===== config.mk =====
export PLATFORM = sky130hd
export DESIGN_NAME = playfair_digraph_cipher
export DESIGN_NICKNAME = d
export VERILOG_FILES = /design/src/rtl/pf_pkg.sv /design/src/rtl/pf_lane.sv /design/src/rtl/pf_merge.sv /design/src/rtl/playfair_digraph_cipher.sv
export SDC_FILE = /design/constraint.sdc
export NUM_CORES = 1
export LEC_CHECK = 0
export ABC_AREA = 1
export BUFFER_PORTS_ARGS = -buffer_cell sky130_fd_sc_hd__buf_2
export CORE_MARGIN = 2
export CORE_UTILIZATION = 25
export CTS_CLUSTER_DIAMETER = 150
export DETAILED_ROUTE_END_ITERATION = 6
export SYNTH_ARGS = -nofsm -noshare
export SYNTH_HDL_FRONTEND = slang
export SYNTH_SLANG_ARGS = --single-unit

===== constraint.sdc =====
create_clock -name clk -period 12.8 [get_ports clk]
set_input_delay 0.64 -clock clk [delete_from_list [all_inputs] [get_ports clk]]
set_output_delay 0.64 -clock clk [all_outputs]
set_load 0.01 [all_outputs]

===== src/rtl/pf_pkg.sv =====
// Shared types, constants and helpers for the Playfair digraph cipher.
package pf_pkg;

  localparam int unsigned SIDE    = 5;
  localparam int unsigned CELLS   = SIDE * SIDE;
  localparam int unsigned CODE_W  = 5;
  localparam int unsigned SQ_W    = CELLS * CODE_W;
  localparam int unsigned CFG_W   = 50;
  localparam int unsigned CFG_IDX_W = 2;

  localparam logic [CODE_W-1:0] CODE_I = 5'd8;
  localparam logic [CODE_W-1:0] CODE_J = 5'd9;
  localparam logic [CODE_W-1:0] CODE_X = 5'd23;

  // configuration register indexes
  localparam logic [CFG_IDX_W-1:0] CFG_DECRYPT_MODE = 2'd0;
  localparam logic [CFG_IDX_W-1:0] CFG_SQUARE_LOW   = 2'd1;
  localparam logic [CFG_IDX_W-1:0] CFG_SQUARE_MID   = 2'd2;
  localparam logic [CFG_IDX_W-1:0] CFG_SQUARE_HIGH  = 2'd3;

  // where one letter sits in the square
  typedef struct packed {
    logic       found;
    logic [2:0] row;
    logic [2:0] col;
  } loc_t;

  // step one place along a row or column, wrapping; back when decrypting
  function automatic logic [2:0] wrap_step(input logic [2:0] pos, input logic dec);
    logic [2:0] res;
    if (dec) begin
      res = (pos == 3'd0) ? 3'd4 : pos - 3'd1;
    end else begin
      res = (pos == 3'd4) ? 3'd0 : pos + 3'd1;
    end
    return res;
  endfunction

  // letter code held at row r, column c
  function automatic logic [CODE_W-1:0] cell_at(input logic [SQ_W-1:0] sq,
                                                input logic [2:0] r,
                                                input logic [2:0] c);
    logic [4:0] idx;
    logic [6:0] base;
    idx  = {r, 2'b00} + {2'b00, r} + {2'b00, c};
    base = {idx, 2'b00} + {2'b00, idx};
    return sq[base +: CODE_W];
  endfunction

endpackage


===== src/rtl/pf_lane.sv =====
// One search lane: normalises a letter and locates it in the key square.
module pf_lane (
  input  logic                        clk,
  input  logic [pf_pkg::CODE_W-1:0]   letter,
  input  logic [pf_pkg::SQ_W-1:0]     square,
  output pf_pkg::loc_t                loc_r
);

  logic [pf_pkg::CODE_W-1:0] norm;
  pf_pkg::loc_t              loc_nxt;

  assign norm = (letter == pf_pkg::CODE_J) ? pf_pkg::CODE_I : letter;

  // 25 compares in parallel; scanning downwards leaves the lowest match
  always_comb begin
    loc_nxt = '0;
    for (int r = pf_pkg::SIDE - 1; r >= 0; r--) begin
      for (int c = pf_pkg::SIDE - 1; c >= 0; c--) begin
        if (square[(r * pf_pkg::SIDE + c) * pf_pkg::CODE_W +: pf_pkg::CODE_W] == norm) begin
          loc_nxt.found = 1'b1;
          loc_nxt.row   = 3'(r);
          loc_nxt.col   = 3'(c);
        end
      end
    end
  end

  always_ff @(posedge clk) begin
    loc_r <= loc_nxt;
  end

endmodule


===== src/rtl/pf_merge.sv =====
// Merge stage: combines both lane locations into the substituted pair.
module pf_merge (
  input  logic                        clk,
  input  logic                        rst_n,
  input  logic                        valid,
  input  pf_pkg::loc_t                loc_a,
  input  pf_pkg::loc_t                loc_b,
  input  logic                        decrypt,
  input  logic [pf_pkg::SQ_W-1:0]     square,
  output logic                        valid_r,
  output logic [pf_pkg::CODE_W-1:0]   first_r,
  output logic [pf_pkg::CODE_W-1:0]   second_r,
  output logic                        err_r
);

  logic [2:0]                ra, ca, rb, cb;
  logic [pf_pkg::CODE_W-1:0] first_nxt, second_nxt;
  logic                      err_nxt;

  always_comb begin
    ra = loc_a.row;
    ca = loc_a.col;
    rb = loc_b.row;
    cb = loc_b.col;
    if (loc_a.row == loc_b.row) begin
      ca = pf_pkg::wrap_step(loc_a.col, decrypt);
      cb = pf_pkg::wrap_step(loc_b.col, decrypt);
    end else if (loc_a.col == loc_b.col) begin
      ra = pf_pkg::wrap_step(loc_a.row, decrypt);
      rb = pf_pkg::wrap_step(loc_b.row, decrypt);
    end else begin
      ca = loc_b.col;
      cb = loc_a.col;
    end
    err_nxt = !(loc_a.found && loc_b.found);
    if (err_nxt) begin
      first_nxt  = '0;
      second_nxt = '0;
    end else begin
      first_nxt  = pf_pkg::cell_at(square, ra, ca);
      second_nxt = pf_pkg::cell_at(square, rb, cb);
    end
  end

  always_ff @(posedge clk) begin
    if (!rst_n) begin
      valid_r <= 1'b0;
    end else begin
      valid_r <= valid;
    end
  end

  always_ff @(posedge clk) begin
    first_r  <= first_nxt;
    second_r <= second_nxt;
    err_r    <= err_nxt;
  end

endmodule


===== src/rtl/playfair_digraph_cipher.sv =====
// Top level of the Playfair digraph cipher: config registers, two lanes, merge.
//
// Usage:
//  - Load the finished 5x5 key square through the cfg_ port (index 1..3,
//    row-major, 5-bit codes, cell k at bit 5k of the joined words) and the
//    mode at index 0 (0 encrypt, 1 decrypt). Writes take effect at once;
//    write only while no transaction is in flight.
//  - A pair is taken on any edge with start high and busy low. busy is held
//    low: the block takes one pair every cycle, back to back.
//  - Pipeline: the lane search registers load at the accepting edge, then
//    the merge output register; out_valid comes from the merge register,
//    is high for exactly one cycle per result and qualifies out_first,
//    out_second and out_lookup_error. One result per pair, in order.
//  - Throughput is one pair per cycle, set by the two search lanes each
//    doing a 25-way compare combinationally.
//  - The receiver cannot stall; results must be taken when strobed.
//  - out_lookup_error flags a letter missing from the square; the letters
//    then read zero.
//  - Reset (rst_n low, synchronous) clears the mode, the square and the
//    pipeline valid flags.
module playfair_digraph_cipher (
  input  logic        clk,
  input  logic        rst_n,
  input  logic        start,
  output logic        busy,
  input  logic [4:0]  in_first_letter,
  input  logic [4:0]  in_second_letter,
  input  logic        in_has_second,
  output logic        out_valid,
  output logic [4:0]  out_first,
  output logic [4:0]  out_second,
  output logic        out_lookup_error,
  input  logic        cfg_we,
  input  logic [pf_pkg::CFG_IDX_W-1:0] cfg_index,
  input  logic [pf_pkg::CFG_W-1:0]     cfg_wdata
);

  logic        decrypt_r;
  logic [49:0] sq_low_r, sq_mid_r;
  logic [24:0] sq_high_r;
  logic [pf_pkg::SQ_W-1:0] square;

  logic        accept;
  logic        lane_valid_r;
  logic [4:0]  second_sel;
  pf_pkg::loc_t loc_a, loc_b;

  assign busy   = 1'b0;
  assign accept = start && !busy;
  assign square = {sq_high_r, sq_mid_r, sq_low_r};

  // odd-length text: pad the pair with X
  assign second_sel = in_has_second ? in_second_letter : pf_pkg::CODE_X;

  always_ff @(posedge clk) begin
    if (!rst_n) begin
      decrypt_r <= 1'b0;
      sq_low_r  <= '0;
      sq_mid_r  <= '0;
      sq_high_r <= '0;
    end else if (cfg_we) begin
      unique case (cfg_index)
        pf_pkg::CFG_DECRYPT_MODE: decrypt_r <= cfg_wdata[0];
        pf_pkg::CFG_SQUARE_LOW:   sq_low_r  <= cfg_wdata;
        pf_pkg::CFG_SQUARE_MID:   sq_mid_r  <= cfg_wdata;
        pf_pkg::CFG_SQUARE_HIGH:  sq_high_r <= cfg_wdata[24:0];
        default: ;
      endcase
    end
  end

  always_ff @(posedge clk) begin
    if (!rst_n) begin
      lane_valid_r <= 1'b0;
    end else begin
      lane_valid_r <= accept;
    end
  end

  pf_lane u_lane_a (
    .clk    (clk),
    .letter (in_first_letter),
    .square (square),
    .loc_r  (loc_a)
  );

  pf_lane u_lane_b (
    .clk    (clk),
    .letter (second_sel),
    .square (square),
    .loc_r  (loc_b)
  );

  pf_merge u_merge (
    .clk      (clk),
    .rst_n    (rst_n),
    .valid    (lane_valid_r),
    .loc_a    (loc_a),
    .loc_b    (loc_b),
    .decrypt  (decrypt_r),
    .square   (square),
    .valid_r  (out_valid),
    .first_r  (out_first),
    .second_r (out_second),
    .err_r    (out_lookup_error)
  );

endmodule


==> summary.md <==
| Metric | Value |
|---|---|
| Status | finished clean |
| Syn Std Cell Area | 0.0170 mm2 |
| Post-cts resize count | 0 |
| Post-CTS Setup Bufs | 0 |
| Synth Warn # | 0 |
| Worst Setup Start Kind | register |
| Number of hold buffers added after cts | 0 |
| Residual DRC | 0 |
| Num rows | 95 |
| I/O pins | 80 |
| Die Wd | 264 um |
| Number of synthesized flops with an enable pin | 0 |
| Unrepaired setup endpoints after global routing | no |
| Initial antenna violation count | 7 |
| Die area | 0.0699 mm2 |
| DR vias/cell | 5.80 |
| Area leader, netlist | dfxtp_1 |
| Share of cells above drive strength 1 | 7.04% |
| Detailed placement HPWL | 69,000 um |
| Global route overflow | 0 |
| Max cap viols | 0 |
| First-pass GRT wire length | 131,000 um |
| Sequential fraction of the synthesis area | 18.1% |
| Synth top area share | 18.1% |
| Syn Inst Count | 2,867 |
| Rel. slew slack | 16.3% |
| Setup TNS | 0 ns |
| Worst R2R Start | u_lane_b.loc_r[3] |
| Nets | 2,878 |
| Synth Flop Type | dfxtp_1 |
| Count of cell types in the netlist | 61 |
| H-tree lvl count | 4 |
| Synth Area per Inst | 5.91 um2 |
| Hold crit path type | input pin to register |
| Layout area overhead | 8.10% |
| Worst Skew | 0.0219 ns |
| Crit path depth | 18 |
| Critical Path AT | 7.34 ns |
| Clock Path Buffers | 2 |
| Final min period | 6.94 ns |
| Final WL | 91,900 um |
| Number of global-route vias before repair | 18,800 |
| Port Buf Inserts | 78 |
| Slowest stage delay, CP | 1.21 ns |
| Final ANT Viol Nets | 0 |
| CP Buf/Inv Count | 4 |
| Starting DRC count in detailed routing | 3,336 |
| Total GRT Usage | 25.5% |
| Crit. End Element | register |
| Largest net degree at the start of global routing | 97 |
| Setup violators final | 0 |
| Core box area | 0.0672 mm2 |
| Starting Density | 25.2% |
| Syn nets | 2,972 |
| RD Place Congestion | 1.02 |
| Routed length per placed instance | 25.1 um |
| R2R setup slack | 5.86 ns |
| Critical path endpoint | u_merge.second_r[1] |
| Root buf cell | clkbuf_16 |
| Clock transition at path regs | 0.07 ns |
| Routed via count | 21,200 |
| Synth async-reset ratio | 0% |
| Worst slew pin tran | 1.24 ns |
| Main area contributors after synthesis | dfxtp_1 (18%), o21ai_0 (17%), nand2_1 (14%), a21oi_1 (6.8%), xor2_1 (6.4%) |
| Worst reg-to-reg path cell count | 18 |
| Pre-antenna DRT Iters | 6 |
| Clk_lat worst skew | 0.49 ns |
| Final hold viol count | 0 |
| CP Max Fanout | 67 |
| Largest delay contributor family on the critical path | adder cells |
| Clock sink count | 153 |
| Max Slew Vio Count | 0 |
| Number of buffers created by CTS | 17 |
| Crit-path slowest cell | clkinv_1 |
| Crit. Startpoint | u_lane_b.loc_r[3] |
| Die height | 264 um |
| Max Clk Rate | 144 MHz |
| Hold path depth | 3 |
| CP Class | register to register |
| R2R Path End | u_merge.second_r[1] |
| Fin crit share | 54.2% |
| CP Cell Sequence | inv_1, ha_1, ha_1, or2_2, o32ai_1, a22oi_2, fa_1, inv_1, fa_1, ha_2, buf_4, nor2_1, clkinv_1, o22ai_1, nor3_1, o311ai_0, o211ai_1, a21oi_1 |
| FF+latch count, synth | 153 |
| CP required | 13.20 ns |
| CTS tree | built |
==> flip-flops by register name (all words and copies together) (netlist names) <==
name,flops
sq_low_r,50
decrypt_r,1
u_merge.valid_r,1
lane_valid_r,1
u_lane_b.loc_r,7
u_merge.err_r,1
sq_high_r,25
sq_mid_r,50
u_lane_a.loc_r,7
u_merge.first_r,5
u_merge.second_r,5
==> placed cells by master (no fill, tap or decap), types with 17 or more instances in the layout <==
master       n
nor4_1      29
buf_2       78
o21ai_0    574
nand4_1     22
o22ai_1     52
a21oi_1    229
o211ai_1    46
nor2_1     188
buf_4       44
clkbuf_16   17
dfxtp_1    153
xnor2_1     26
a221oi_1    24
ha_1        26
inv_1      208
nand3_1     95
nand2_1    645
o221ai_1    57
xor2_1     124
==> worst min-delay path, delay by kind of cell <==
family,cells,cell delay (ns)
buffers and inverters,2,0.11
AND/OR/NAND/NOR,1,0.04
==> stage by stage <==
stage	instance area (um2)	util, %	instances	worst slack [ns]	hold WS, ns
6_report	18300	27.3	3661	5.86	0.337
5_1_grt	18300	27.3	3659	5.42	0.368
4_1_cts	18300	27.3	3659	5.96	0.328
3_5_place_dp	17800	26.5	3627	5.96	0.403
3_3_place_gp	17800	26.5	3627	6.25	0.394
2_1_floorplan	17000	-	2867	7.89	0.390
==> Yosys cell counts, types with 9 or more instances <==
| cell | instances |
|---|---|
| a21oi_1 | 229 |
| a221oi_1 | 24 |
| a31oi_1 | 10 |
| buf_1 | 12 |
| buf_2 | 23 |
| buf_4 | 15 |
| clkbuf_1 | 169 |
| dfxtp_1 | 153 |
| ha_1 | 32 |
| inv_1 | 209 |
| nand2_1 | 645 |
| nand3_1 | 96 |
| nand4_1 | 22 |
| nor2_1 | 191 |
| nor3_1 | 16 |
| nor4_1 | 29 |
| o2111ai_1 | 13 |
| o211ai_1 | 46 |
| o21ai_0 | 574 |
| o221ai_1 | 57 |
| o22ai_1 | 52 |
| o311ai_0 | 9 |
| xnor2_1 | 26 |
| xor2_1 | 124 |
==> cell families (layout without fill, tap and decap cells) <==
logic type | Yosys count | count (layout) | synth area share (%)
AND/OR/NAND/NOR | 1020 | 1020 | 24.7
other | 1 | 3 | 0.0221
multiplexers | 3 | 3 | 0.177
flip-flops | 153 | 153 | 18.1
adder cells (fa/ha/maj) | 38 | 38 | 3.07
XOR/XNOR | 154 | 154 | 8.13
buffers and inverters | 454 | 373 | 11.0
AO/OA/AOI/OAI | 1044 | 1044 | 34.8
==> layout make-up <==
class                      count  area (um2)
clock inverter                12         100
sequential                   153        3060
inverter                     219         822
timing repair buffer         122         721
fill                        7571       48800
multi-input combinational   2260       12100
antenna                        2        5.00
clock buffer                  20         447
tap                          873        1090
==> metal layers <==
metal	global-route usage, %	share of wire [%]
met1	34.3	41
met2	37.5	41
met3	5.53	12
met4	14.3	5.8
met5	0	0.025
==> how the worst min path moves through the flow <==
stage,startpoint,endpoint,slack (ns)
2_1_floorplan,lane_valid_r,u_merge.valid_r,0.39
3_3_place_gp,lane_valid_r,u_merge.valid_r,0.39
3_5_place_dp,lane_valid_r,u_merge.valid_r,0.40
4_1_cts,start,lane_valid_r,0.33
5_1_grt,start,lane_valid_r,0.37
6_report,start,lane_valid_r,0.34
Power is not shown: default switching activity piles up to over one toggle a cycle in this logic, so the estimate is an artifact.
